File: config.mk
export PLATFORM = sky130hd
export DESIGN_NAME = dodge_burn_pixel_gain_flat
export DESIGN_NICKNAME = d
export VERILOG_FILES = /design/src/dbpg_pkg.sv /design/src/dbpg_in_if.sv /design/src/dbpg_out_if.sv /design/src/dodge_burn_pixel_gain.sv /design/src/dbpg_weight.sv /design/src/dbpg_exponent.sv /design/src/dbpg_exp2.sv /design/src/dbpg_scale.sv /design/src/flat_wrapper.sv
export SDC_FILE = /design/constraint.sdc
export NUM_CORES = 2
export LEC_CHECK = 0
export ABC_AREA = 0
export BUFFER_PORTS_ARGS = -buffer_cell sky130_fd_sc_hd__buf_2
export CAP_MARGIN = 20
export CORE_MARGIN = 8
export CORE_UTILIZATION = 55
export CTS_CLUSTER_SIZE = 14
export DETAILED_ROUTE_END_ITERATION = 8
export PLACE_DENSITY = 0.69
export SYNTH_ARGS = -nofsm -noshare
export SYNTH_HDL_FRONTEND = slang
export SYNTH_HIERARCHICAL = 1
export SYNTH_SLANG_ARGS = --single-unit
File: constraint.sdc
create_clock -name clk_i -period 19 [get_ports clk_i]
set_input_delay 2.85 -clock clk_i [delete_from_list [all_inputs] [get_ports clk_i]]
set_output_delay 2.85 -clock clk_i [all_outputs]
set_load 0.05 [all_outputs]
File: src/dbpg_pkg.sv
// ----------------------------------------------------------------------------
// dbpg_pkg: shared types and constants for the dodge/burn pixel gain block
// Fixed-point constants, tone and register codes, and the exp2 lookup table.
// ----------------------------------------------------------------------------
package dbpg_pkg;

  // exp2 table resolution: 2^EXP_TABLE_BITS segments over one octave
  localparam int EXP_TABLE_BITS = 6;
  localparam int TBL_N          = 1 << EXP_TABLE_BITS;
  localparam int FRAC_SH        = 12 - EXP_TABLE_BITS;

  localparam int NUM_STAGES = 10;
  localparam int CFG_DATA_W = 12;

  // Rec.709 luma weights, scaled so that 255 * sum lands on Q0.16
  localparam logic [15:0] LUMA_R    = 16'd13933;
  localparam logic [15:0] LUMA_G    = 16'd46871;
  localparam logic [15:0] LUMA_B    = 16'd4732;
  localparam logic [23:0] LUMA_BIAS = 24'd127;
  // ceil(2^31 / 255): exact floor division for sums below 2^24
  localparam logic [23:0] LUMA_RECIP = 24'd8421505;
  localparam int          LUMA_SH    = 31;

  localparam logic [16:0] ONE_Q16 = 17'h10000;

  // exponent = round(|ev*net*w| * 5 / (4096 * 2805)), half away from zero
  localparam logic [37:0] E_HALF  = 38'd5744640;
  // ceil(2^38 / 2805): exact floor division for 26-bit numerators
  localparam logic [26:0] E_RECIP = 27'd97995689;
  localparam int          E_SH    = 38;

  localparam logic [63:0] LN2_Q30 = 64'd744261118;

  typedef enum logic [1:0] {
    TONE_MID       = 2'd0,
    TONE_SHADOW    = 2'd1,
    TONE_HIGHLIGHT = 2'd2
  } tone_e;

  typedef enum logic [0:0] {
    CFG_EXPOSURE_EV = 1'b0,
    CFG_TONE_RANGE  = 1'b1
  } cfg_idx_e;

  // pixel side band carried along the pipe
  typedef struct packed {
    logic [7:0] red;
    logic [7:0] green;
    logic [7:0] blue;
    logic       bypass;
  } pix_t;

  typedef logic [TBL_N:0][17:0] exp_tbl_t;

  // 2^(i/TBL_N) in Q16, via a Q30 Taylor series of e^x, evaluated at elaboration
  function automatic exp_tbl_t build_exp_tbl();
    exp_tbl_t    tbl;
    logic [63:0] t;
    logic [63:0] term;
    logic [63:0] sum;
    for (int i = 0; i <= TBL_N; i++) begin
      t    = (64'(i) * LN2_Q30 + 64'(TBL_N / 2)) / 64'(TBL_N);
      term = 64'd1 << 30;
      sum  = term;
      for (int n = 1; n <= 24; n++) begin
        term = ((term * t) >> 30) / 64'(n);
        sum  = sum + term;
      end
      tbl[i] = 18'((sum + (64'd1 << 13)) >> 14);
    end
    return tbl;
  endfunction

  localparam exp_tbl_t EXP_TBL = build_exp_tbl();

endpackage

File: src/dbpg_in_if.sv
// ----------------------------------------------------------------------------
// dbpg_in_if: input pixel stream
// RGB plus dodge and burn mask levels, valid/ready handshake.
// ----------------------------------------------------------------------------
interface dbpg_in_if;
  logic       valid;
  logic       ready;
  logic [7:0] red_in;
  logic [7:0] green_in;
  logic [7:0] blue_in;
  logic [7:0] dodge_level;
  logic [7:0] burn_level;

  modport source (
    output valid, red_in, green_in, blue_in, dodge_level, burn_level,
    input  ready
  );

  modport sink (
    input  valid, red_in, green_in, blue_in, dodge_level, burn_level,
    output ready
  );
endinterface

File: src/dbpg_out_if.sv
// ----------------------------------------------------------------------------
// dbpg_out_if: output pixel stream
// Adjusted RGB, valid/ready handshake.
// ----------------------------------------------------------------------------
interface dbpg_out_if;
  logic       valid;
  logic       ready;
  logic [7:0] red_out;
  logic [7:0] green_out;
  logic [7:0] blue_out;

  modport source (
    output valid, red_out, green_out, blue_out,
    input  ready
  );

  modport sink (
    input  valid, red_out, green_out, blue_out,
    output ready
  );
endinterface

File: src/dodge_burn_pixel_gain.sv
// ----------------------------------------------------------------------------
// dodge_burn_pixel_gain: per-pixel dodge and burn exposure gain
// Scales RGB by 2^(ev * net * weight / 2.2) with a luma-based tonal weight.
// ----------------------------------------------------------------------------
// Usage:
//   pix_i carries one pixel per beat: RGB plus dodge and burn mask levels.
//   pix_o carries the adjusted RGB, one beat for every input beat, in order.
//   cfg_we_i/cfg_idx_i/cfg_wdata_i write exposure_ev (index 0, signed 1/256 EV)
//   and tone_range (index 1: midtones, shadows, highlights); write only while
//   no pixel is in flight.
//   The stages, from input beat to output valid, are: luma sum, luma
//   divide, weight square, exponent product, rounding bias, exponent divide,
//   table lookup, interpolation, octave shift, channel scaling. Throughput is
//   one pixel per cycle while the receiver keeps pix_o.ready high.
//   Where dodge equals burn the pixel leaves unchanged, through the same stages.
//   Reset clears the configuration (ev 0, midtones) and all valid bits.
//   When the receiver stalls, each stage keeps its beat only if the next one
//   is still full, so bubbles close up and input keeps flowing until the
//   whole pipe is full; then pix_i.ready drops. Nothing is dropped or repeated.
// ----------------------------------------------------------------------------
module dodge_burn_pixel_gain (
  input  logic                            clk_i,
  input  logic                            rst_ni,
  input  logic                            cfg_we_i,
  input  logic [0:0]                      cfg_idx_i,
  input  logic [dbpg_pkg::CFG_DATA_W-1:0] cfg_wdata_i,
  dbpg_in_if.sink                         pix_i,
  dbpg_out_if.source                      pix_o
);

  localparam int NStg = dbpg_pkg::NUM_STAGES;

  // configuration registers
  logic signed [11:0] ev_q;
  logic [1:0]         tone_q;

  always_ff @(posedge clk_i or negedge rst_ni) begin
    if (!rst_ni) begin
      ev_q   <= '0;
      tone_q <= '0;
    end else if (cfg_we_i) begin
      case (cfg_idx_i)
        dbpg_pkg::CFG_EXPOSURE_EV: ev_q   <= $signed(cfg_wdata_i[11:0]);
        dbpg_pkg::CFG_TONE_RANGE:  tone_q <= cfg_wdata_i[1:0];
        default: ;
      endcase
    end
  end

  // stage valid bits and per-stage load enables; a stage loads when it is
  // empty or its beat moves on
  logic [NStg-1:0] vld_q;
  logic [NStg-1:0] vld_d;
  logic [NStg-1:0] adv;

  always_comb begin
    adv[NStg-1] = !vld_q[NStg-1] || pix_o.ready;
    for (int k = NStg - 2; k >= 0; k--) begin
      adv[k] = !vld_q[k] || adv[k+1];
    end
  end

  always_comb begin
    vld_d = vld_q;
    if (adv[0]) begin
      vld_d[0] = pix_i.valid;
    end
    for (int k = 1; k < NStg; k++) begin
      if (adv[k]) begin
        vld_d[k] = vld_q[k-1];
      end
    end
  end

  always_ff @(posedge clk_i or negedge rst_ni) begin
    if (!rst_ni) begin
      vld_q <= '0;
    end else begin
      vld_q <= vld_d;
    end
  end

  assign pix_i.ready = adv[0];
  assign pix_o.valid = vld_q[NStg-1];

  // datapath
  logic [16:0]        w;
  logic signed [19:0] evnet;
  dbpg_pkg::pix_t     side_w;
  logic [14:0]        emag;
  logic               eneg;
  dbpg_pkg::pix_t     side_e;
  logic [15:0]        gain;
  dbpg_pkg::pix_t     side_g;

  dbpg_weight u_weight (
    .clk_i   (clk_i),
    .adv_i   (adv[2:0]),
    .red_i   (pix_i.red_in),
    .green_i (pix_i.green_in),
    .blue_i  (pix_i.blue_in),
    .dodge_i (pix_i.dodge_level),
    .burn_i  (pix_i.burn_level),
    .ev_i    (ev_q),
    .tone_i  (tone_q),
    .w_o     (w),
    .evnet_o (evnet),
    .side_o  (side_w)
  );

  dbpg_exponent u_exponent (
    .clk_i   (clk_i),
    .adv_i   (adv[5:3]),
    .w_i     (w),
    .evnet_i (evnet),
    .side_i  (side_w),
    .emag_o  (emag),
    .neg_o   (eneg),
    .side_o  (side_e)
  );

  dbpg_exp2 u_exp2 (
    .clk_i  (clk_i),
    .adv_i  (adv[8:6]),
    .emag_i (emag),
    .neg_i  (eneg),
    .side_i (side_e),
    .gain_o (gain),
    .side_o (side_g)
  );

  dbpg_scale u_scale (
    .clk_i   (clk_i),
    .adv_i   (adv[9]),
    .gain_i  (gain),
    .side_i  (side_g),
    .red_o   (pix_o.red_out),
    .green_o (pix_o.green_out),
    .blue_o  (pix_o.blue_out)
  );

endmodule

File: src/dbpg_weight.sv
// ----------------------------------------------------------------------------
// dbpg_weight: luma and tonal weight, stages 1 to 3
// Luma sum and ev*net, luma by reciprocal, then the squared tonal weight.
// ----------------------------------------------------------------------------
module dbpg_weight (
  input  logic                clk_i,
  input  logic [2:0]          adv_i,
  input  logic [7:0]          red_i,
  input  logic [7:0]          green_i,
  input  logic [7:0]          blue_i,
  input  logic [7:0]          dodge_i,
  input  logic [7:0]          burn_i,
  input  logic signed [11:0]  ev_i,
  input  logic [1:0]          tone_i,
  output logic [16:0]         w_o,
  output logic signed [19:0]  evnet_o,
  output dbpg_pkg::pix_t      side_o
);

  // stage 1
  logic [23:0]        sum_d;
  logic signed [8:0]  net;
  logic signed [19:0] evnet_d;
  dbpg_pkg::pix_t     side_d;

  logic [23:0]        s1_sum_q;
  logic signed [19:0] s1_evnet_q;
  dbpg_pkg::pix_t     s1_side_q;

  assign sum_d = 24'(dbpg_pkg::LUMA_R) * 24'(red_i)
               + 24'(dbpg_pkg::LUMA_G) * 24'(green_i)
               + 24'(dbpg_pkg::LUMA_B) * 24'(blue_i)
               + dbpg_pkg::LUMA_BIAS;
  assign net     = $signed({1'b0, dodge_i}) - $signed({1'b0, burn_i});
  assign evnet_d = 20'(ev_i) * 20'(net);

  always_comb begin
    side_d.red    = red_i;
    side_d.green  = green_i;
    side_d.blue   = blue_i;
    side_d.bypass = (dodge_i == burn_i);
  end

  always_ff @(posedge clk_i) begin
    if (adv_i[0]) begin
      s1_sum_q   <= sum_d;
      s1_evnet_q <= evnet_d;
      s1_side_q  <= side_d;
    end
  end

  // stage 2: luma = floor(sum / 255)
  logic [47:0]        luma_prod;
  logic [16:0]        s2_luma_q;
  logic signed [19:0] s2_evnet_q;
  dbpg_pkg::pix_t     s2_side_q;

  assign luma_prod = 48'(s1_sum_q) * 48'(dbpg_pkg::LUMA_RECIP);

  always_ff @(posedge clk_i) begin
    if (adv_i[1]) begin
      s2_luma_q  <= luma_prod[dbpg_pkg::LUMA_SH+16:dbpg_pkg::LUMA_SH];
      s2_evnet_q <= s1_evnet_q;
      s2_side_q  <= s1_side_q;
    end
  end

  // stage 3: tonal weight, Q0.16
  logic [16:0]        inv;
  logic [16:0]        op_a;
  logic [16:0]        op_b;
  logic               is_mid;
  logic [33:0]        sq;
  logic [35:0]        wsum;
  logic [16:0]        s3_w_q;
  logic signed [19:0] s3_evnet_q;
  dbpg_pkg::pix_t     s3_side_q;

  assign inv = dbpg_pkg::ONE_Q16 - s2_luma_q;

  always_comb begin
    case (tone_i)
      dbpg_pkg::TONE_SHADOW: begin
        op_a   = inv;
        op_b   = inv;
        is_mid = 1'b0;
      end
      dbpg_pkg::TONE_HIGHLIGHT: begin
        op_a   = s2_luma_q;
        op_b   = s2_luma_q;
        is_mid = 1'b0;
      end
      default: begin  // midtones, also the unused code
        op_a   = s2_luma_q;
        op_b   = inv;
        is_mid = 1'b1;
      end
    endcase
  end

  assign sq   = 34'(op_a) * 34'(op_b);
  assign wsum = (is_mid ? {sq, 2'b00} : {2'b00, sq}) + 36'd32768;

  always_ff @(posedge clk_i) begin
    if (adv_i[2]) begin
      s3_w_q     <= wsum[32:16];
      s3_evnet_q <= s2_evnet_q;
      s3_side_q  <= s2_side_q;
    end
  end

  assign w_o     = s3_w_q;
  assign evnet_o = s3_evnet_q;
  assign side_o  = s3_side_q;

endmodule

File: src/dbpg_exponent.sv
// ----------------------------------------------------------------------------
// dbpg_exponent: Q3.12 exponent, stages 4 to 6
// Magnitude product, rounding bias, then division by a constant reciprocal.
// ----------------------------------------------------------------------------
module dbpg_exponent (
  input  logic                clk_i,
  input  logic [2:0]          adv_i,
  input  logic [16:0]         w_i,
  input  logic signed [19:0]  evnet_i,
  input  dbpg_pkg::pix_t      side_i,
  output logic [14:0]         emag_o,
  output logic                neg_o,
  output dbpg_pkg::pix_t      side_o
);

  // stage 4: |ev * net| * w
  logic [19:0]    ev_neg;
  logic [18:0]    ev_abs;
  logic [35:0]    mag;
  logic [35:0]    s4_mag_q;
  logic           s4_neg_q;
  dbpg_pkg::pix_t s4_side_q;

  assign ev_neg = 20'd0 - evnet_i;
  assign ev_abs = evnet_i[19] ? ev_neg[18:0] : evnet_i[18:0];
  assign mag    = 36'(ev_abs) * 36'(w_i);

  always_ff @(posedge clk_i) begin
    if (adv_i[0]) begin
      s4_mag_q  <= mag;
      s4_neg_q  <= evnet_i[19];
      s4_side_q <= side_i;
    end
  end

  // stage 5: 5 * mag + half divisor, drop the power-of-two part of the divisor
  logic [37:0]    num;
  logic [25:0]    s5_num_q;
  logic           s5_neg_q;
  dbpg_pkg::pix_t s5_side_q;

  assign num = {s4_mag_q, 2'b00} + 38'(s4_mag_q) + dbpg_pkg::E_HALF;

  always_ff @(posedge clk_i) begin
    if (adv_i[1]) begin
      s5_num_q  <= num[37:12];
      s5_neg_q  <= s4_neg_q;
      s5_side_q <= s4_side_q;
    end
  end

  // stage 6: divide by 2805
  logic [52:0]    qprod;
  logic [14:0]    s6_emag_q;
  logic           s6_neg_q;
  dbpg_pkg::pix_t s6_side_q;

  assign qprod = 53'(s5_num_q) * 53'(dbpg_pkg::E_RECIP);

  always_ff @(posedge clk_i) begin
    if (adv_i[2]) begin
      s6_emag_q <= qprod[dbpg_pkg::E_SH+14:dbpg_pkg::E_SH];
      s6_neg_q  <= s5_neg_q;
      s6_side_q <= s5_side_q;
    end
  end

  assign emag_o = s6_emag_q;
  assign neg_o  = s6_neg_q;
  assign side_o = s6_side_q;

endmodule

File: src/dbpg_exp2.sv
// ----------------------------------------------------------------------------
// dbpg_exp2: exponent to Q4.12 gain, stages 7 to 9
// Table lookup, linear interpolation, then octave shift with rounding.
// ----------------------------------------------------------------------------
module dbpg_exp2 (
  input  logic           clk_i,
  input  logic [2:0]     adv_i,
  input  logic [14:0]    emag_i,
  input  logic           neg_i,
  input  dbpg_pkg::pix_t side_i,
  output logic [15:0]    gain_o,
  output dbpg_pkg::pix_t side_o
);

  localparam int IdxW = dbpg_pkg::EXP_TABLE_BITS;
  localparam int FSh  = dbpg_pkg::FRAC_SH;
  localparam int IpW  = 19 + FSh;

  // stage 7: split into octave and fraction, read both table neighbors
  logic [15:0]       e_s;
  logic [IdxW:0]     i0;
  logic [IdxW:0]     i1;
  logic [17:0]       t0;
  logic [17:0]       t1;
  logic [17:0]       s7_t0_q;
  logic [17:0]       s7_diff_q;
  logic [FSh-1:0]    s7_rem_q;
  logic signed [3:0] s7_k_q;
  dbpg_pkg::pix_t    s7_side_q;

  assign e_s = neg_i ? (16'd0 - {1'b0, emag_i}) : {1'b0, emag_i};
  assign i0  = {1'b0, e_s[11:FSh]};
  assign i1  = i0 + 1'b1;
  assign t0  = dbpg_pkg::EXP_TBL[i0];
  assign t1  = dbpg_pkg::EXP_TBL[i1];

  always_ff @(posedge clk_i) begin
    if (adv_i[0]) begin
      s7_t0_q   <= t0;
      s7_diff_q <= t1 - t0;
      s7_rem_q  <= e_s[FSh-1:0];
      s7_k_q    <= $signed(e_s[15:12]);  // floor(e / 4096)
      s7_side_q <= side_i;
    end
  end

  // stage 8: interpolate, Q16
  logic [IpW-1:0]    ip;
  logic [IpW-1:0]    ip_rnd;
  logic [17:0]       s8_v_q;
  logic signed [3:0] s8_k_q;
  dbpg_pkg::pix_t    s8_side_q;

  assign ip     = IpW'(s7_diff_q) * IpW'(s7_rem_q);
  assign ip_rnd = ip + (IpW'(1) << (FSh - 1));

  always_ff @(posedge clk_i) begin
    if (adv_i[1]) begin
      s8_v_q    <= s7_t0_q + 18'(ip_rnd >> FSh);
      s8_k_q    <= s7_k_q;
      s8_side_q <= s7_side_q;
    end
  end

  // stage 9: gain = round(v * 2^k / 16), saturated
  logic        big;
  logic [3:0]  sh;
  logic [18:0] rnd;
  logic [18:0] gsum;
  logic [18:0] gsh;
  logic [15:0] gain_d;
  logic [15:0]    s9_gain_q;
  dbpg_pkg::pix_t s9_side_q;

  assign big    = !s8_k_q[3] && s8_k_q[2];  // k >= 4: v >= 1.0 already saturates
  assign sh     = 4'd4 - s8_k_q;
  assign rnd    = 19'(1) << (sh - 4'd1);
  assign gsum   = {1'b0, s8_v_q} + rnd;
  assign gsh    = gsum >> sh;
  assign gain_d = (big || (gsh > 19'd65535)) ? 16'hFFFF : gsh[15:0];

  always_ff @(posedge clk_i) begin
    if (adv_i[2]) begin
      s9_gain_q <= gain_d;
      s9_side_q <= s8_side_q;
    end
  end

  assign gain_o = s9_gain_q;
  assign side_o = s9_side_q;

endmodule

File: src/dbpg_scale.sv
// ----------------------------------------------------------------------------
// dbpg_scale: channel scaling, stage 10
// Each channel times the gain, rounded and clipped, or passed through on bypass;
// holds the output register.
module dbpg_scale (
  input  logic           clk_i,
  input  logic           adv_i,
  input  logic [15:0]    gain_i,
  input  dbpg_pkg::pix_t side_i,
  output logic [7:0]     red_o,
  output logic [7:0]     green_o,
  output logic [7:0]     blue_o
);

  function automatic logic [7:0] scale_ch(input logic [7:0] c, input logic [15:0] g,
                                          input logic bypass);
    logic [24:0] acc;
    acc = 25'(24'(c) * 24'(g)) + 25'd2048;
    if (bypass) begin
      return c;
    end else if (|acc[24:20]) begin
      return 8'hFF;
    end else begin
      return acc[19:12];
    end
  endfunction

  logic [7:0] red_q;
  logic [7:0] green_q;
  logic [7:0] blue_q;

  always_ff @(posedge clk_i) begin
    if (adv_i) begin
      red_q   <= scale_ch(side_i.red, gain_i, side_i.bypass);
      green_q <= scale_ch(side_i.green, gain_i, side_i.bypass);
      blue_q  <= scale_ch(side_i.blue, gain_i, side_i.bypass);
    end
  end

  assign red_o   = red_q;
  assign green_o = green_q;
  assign blue_o  = blue_q;

endmodule

File: src/flat_wrapper.sv
// flat-port wrapper written by rule: the top's interface ports become plain ports
module dodge_burn_pixel_gain_flat 
  (clk_i, rst_ni, cfg_we_i, cfg_idx_i, cfg_wdata_i, pix_i_valid, pix_i_red_in, pix_i_green_in, pix_i_blue_in, pix_i_dodge_level, pix_i_burn_level, pix_i_ready, pix_o_valid, pix_o_red_out, pix_o_green_out, pix_o_blue_out, pix_o_ready);
  dbpg_in_if pix_i_i ();
  dbpg_out_if pix_o_i ();
  input  logic clk_i;
  input  logic rst_ni;
  input  logic cfg_we_i;
  input  logic [0:0] cfg_idx_i;
  input  logic [dbpg_pkg::CFG_DATA_W-1:0] cfg_wdata_i;
  input wire logic [$bits(pix_i_i.valid)-1:0] pix_i_valid;
  input wire logic [$bits(pix_i_i.red_in)-1:0] pix_i_red_in;
  input wire logic [$bits(pix_i_i.green_in)-1:0] pix_i_green_in;
  input wire logic [$bits(pix_i_i.blue_in)-1:0] pix_i_blue_in;
  input wire logic [$bits(pix_i_i.dodge_level)-1:0] pix_i_dodge_level;
  input wire logic [$bits(pix_i_i.burn_level)-1:0] pix_i_burn_level;
  output wire logic [$bits(pix_i_i.ready)-1:0] pix_i_ready;
  output wire logic [$bits(pix_o_i.valid)-1:0] pix_o_valid;
  output wire logic [$bits(pix_o_i.red_out)-1:0] pix_o_red_out;
  output wire logic [$bits(pix_o_i.green_out)-1:0] pix_o_green_out;
  output wire logic [$bits(pix_o_i.blue_out)-1:0] pix_o_blue_out;
  input wire logic [$bits(pix_o_i.ready)-1:0] pix_o_ready;
  assign pix_i_i.valid = pix_i_valid;
  assign pix_i_i.red_in = pix_i_red_in;
  assign pix_i_i.green_in = pix_i_green_in;
  assign pix_i_i.blue_in = pix_i_blue_in;
  assign pix_i_i.dodge_level = pix_i_dodge_level;
  assign pix_i_i.burn_level = pix_i_burn_level;
  assign pix_i_ready = pix_i_i.ready;
  assign pix_o_valid = pix_o_i.valid;
  assign pix_o_red_out = pix_o_i.red_out;
  assign pix_o_green_out = pix_o_i.green_out;
  assign pix_o_blue_out = pix_o_i.blue_out;
  assign pix_o_i.ready = pix_o_ready;
  dodge_burn_pixel_gain u_core (.clk_i(clk_i), .rst_ni(rst_ni), .cfg_we_i(cfg_we_i), .cfg_idx_i(cfg_idx_i), .cfg_wdata_i(cfg_wdata_i), .pix_i(pix_i_i), .pix_o(pix_o_i));
endmodule
==> impl_results.md <==
- Number of port buffers: 83
- Initial core utilization: 55.38%
- Number of synthesized flops with an enable pin: 529
- Antenna-violating nets left: 0
- CTS buffer count: 68
- Drt pass-1 iters: 6
- Gr ovfl total: 0
- Cell mode on critical path: fa_1
- Setup TNS: 0 ps
- Post-DP HPWL: 168,500 µm
- Cell at the slowest stage of the critical path: fa_1
- Clock Skew: 37.65 ps
- Clk buf depth: 3
- Fmax: 0.09204 GHz
- Core area: 0.1586 mm²
- Reg-to-reg slack, setup: 8730 ps
- Final Hold Viols: 0
- Vias in the first global route: 65,650
- Routed vias/inst: 5.589
- Most common cell after layout, fill and taps aside: inv_1
- RSZ-0062 raised after global routing: no
- Critical R2R Capture: u_core/u_weight/w_o[16]$_DFFE_PP_
- Warning count from the yosys run: 6
- Die span in y: 415.6 µm
- Setup violators final: 0
- NumNets Final: 11,440
- Largest net degree at the start of global routing: 64
- Post-CTS Setup Inserts: 0
- Die X-Extent: 415.6 µm
- Slew @ Worst Pin: 1108 ps
- Worst Setup End Kind: flop
- Flops & latches, synth: 553
- Place WS: 7593 ps
- Core Rows: 146
- Clock sink count: 553
- Worst path required time: 19,420 ps
- Max-Cap Viols: 0
- Vias: 61,540
- Critical path peak fanout: 6
- PnR worst setup slack: 8135 ps
- Worst setup path endpoint: u_core/u_weight/s1_sum_q[23]$_DFFE_PP_
- Avg Inst Size Synth: 9.867 µm²
- DRT iter0 DRCs: 4,019
- Clk_lat worst skew: 700 ps
- Setup crit start: pix_i_blue_in[2]
- Crit Reg-Reg Startpoint: u_core/u_weight/s2_luma_q[0]$_DFFE_PP_
- WL final: 211,200 µm
- CTS clk-pin slew, worst paths: 60 ps
- Max_slew headroom: 25.59%
- Root buf cell: clkbuf_16
- First-pass GRT wire length: 345,500 µm
- Tmin final: 10,860 ps
- Die area: 0.1727 mm²
- Max stage delay on crit path: 620 ps
- Clock tree from TritonCTS: done
- CTS hold repair buffers: 0
- WS Path Type: input pin to flop
- Routability cong.: 0.9326
- Fin. max-slew vios: 0
- H-tree lvl count: 3
- Fraction of layout cells with a size suffix above 1: 4.856%
- Overall global routing resource usage: 24.68%
- Area grow syn2layout: 5.715%
- Post-route core utilization: 58.55%
- Ports: 84
- DR WL/cell: 19.18 µm
- WP data arrival: 11,280 ps
- Period Utilization, post-route: 57.18%
- Post_cts resized: 0
- Post-synthesis sequential area ratio: 18.77%
- Status: complete, no violations
- Predominant post-synthesis flop cell: edfxtp_1
- Hold crit path type: flop to flop
- Synth unique cells: 110
- Syn_nets: 11,450
- Initial antenna violation count: 4
- Commonest non-fill, non-tap cells in the layout: 1,902 x inv_1, 1,306 x fa_1, 1,190 x ha_1, 703 x nand2_1, 606 x and2_1
- Post-Syn Instances: 8,900
- DRC: 0
- Mapped Area: 0.08781 mm²
- Startpoint Class: input pin
- Cells on worst reg2reg path: 30
- Fraction of registers with async set/reset: 4.340%
==> through the flow <==
stage / instance area (µm²) / hold slack, ps / cells
after floorplan: 87810 / 400.3 / 8900
after global placement: 90650 / 400.3 / 10890
after detailed placement: 90660 / 404.5 / 10890
after CTS: 92830 / 393.3 / 11010
after global routing: 92830 / 412.1 / 11010
final: 92830 / 396.9 / 11010
==> kinds of logic after synthesis <==
family	share of synthesized area, %
XOR/XNOR	3.699
flip-flops	18.77
AND/OR/NAND/NOR	12.59
buffers and inverters	9.439
AO/OA/AOI/OAI	7.894
adder cells (fa/ha/maj)	46.73
multiplexers	0.8734
==> how the worst min path moves through the flow <==
stage,startpoint,end,slack (ps),cells past startpoint
5_1_grt,u_core/u_exponent/s5_side_q[24]$_DFFE_PP_,u_core/u_exponent/side_o[24]$_DFFE_PP_,410,0
6_report,u_core/u_weight/side_o[21]$_DFFE_PP_,u_core/u_exponent/s4_side_q[21]$_DFFE_PP_,400,0
4_1_cts,u_core/u_weight/side_o[21]$_DFFE_PP_,u_core/u_exponent/s4_side_q[21]$_DFFE_PP_,390,0
3_5_place_dp,u_core/u_exponent/side_o[12]$_DFFE_PP_,u_core/u_exp2/s7_side_q[12]$_DFFE_PP_,400,0
2_1_floorplan,u_core/u_exponent/side_o[0]$_DFFE_PP_,u_core/u_exp2/s7_side_q[0]$_DFFE_PP_,400,0
3_3_place_gp,u_core/u_weight/s2_evnet_q[15]$_DFFE_PP_,u_core/u_weight/evnet_o[15]$_DFFE_PP_,400,0
==> state kept, by name (all words and copies together), names as in the netlist, 25 cells and up <==
name / flops
u_core/u_exp2/s7_side_q: 25
u_core/u_exp2/s8_side_q: 25
u_core/u_exp2/side_o: 25
u_core/u_exponent/s4_mag_q: 36
u_core/u_exponent/s4_side_q: 25
u_core/u_exponent/s5_num_q: 26
u_core/u_exponent/s5_side_q: 25
u_core/u_exponent/side_o: 25
u_core/u_weight/s1_side_q: 25
u_core/u_weight/s2_side_q: 25
u_core/u_weight/side_o: 25
==> critical path: cells and delay by family <==
kind	cells	cell delay, ps
xor+xnor	1	80
compound gates	10	2100
buf+inv	5	350
simple gates	4	1220
fa+ha+maj	11	4660
==> synth_stat cells (34+ instances only) <==
| master | instances | share of area [%] |
|---|---|---|
| o211ai_1 | 43 | 0.37 |
| nor2_1 | 373 | 1.6 |
| nor3_1 | 93 | 0.53 |
| clkbuf_1 | 231 | 0.99 |
| a211oi_1 | 58 | 0.50 |
| and2_1 | 606 | 4.3 |
| o21a_1 | 40 | 0.34 |
| nand4_1 | 48 | 0.34 |
| o21ai_0 | 200 | 1.1 |
| a21o_1 | 88 | 0.75 |
| nand3_1 | 78 | 0.44 |
| a21oi_1 | 287 | 1.6 |
| nand2_1 | 705 | 3.0 |
| ha_1 | 1190 | 17 |
| xor2_1 | 112 | 1.1 |
| edfxtp_1 | 529 | 18 |
| nor2b_1 | 61 | 0.43 |
| nand2b_1 | 44 | 0.31 |
| o21bai_1 | 34 | 0.29 |
| and3_1 | 41 | 0.29 |
| fa_1 | 1306 | 30 |
| xnor2_1 | 242 | 2.4 |
| inv_1 | 1903 | 8.1 |
==> final cells by class <==
class / count / area [µm²]
Fill cell: 13600 / 65730
Timing Repair Buffer: 195 / 1256
Tap cell: 2072 / 2592
Antenna cell: 1 / 2.502
Clock buffer: 75 / 1749
Inverter: 1905 / 7151
Sequential cell: 553 / 16490
Multi-Input combinational cell: 6164 / 63180
Clock inverter: 46 / 419.2
==> metal layers <==
metal	track usage [%]	vias up	wire length, µm
met2	42.36	1936	102000
met4	8.175	0	7777
met3	3.910	495	13280
met1	32.02	30610	88130
li1	-	28500	-
met5	0	-	0
Power is left out: the tool's default activity adds up to more than one toggle a clock period on the data nets, which glitch-free logic cannot reach.
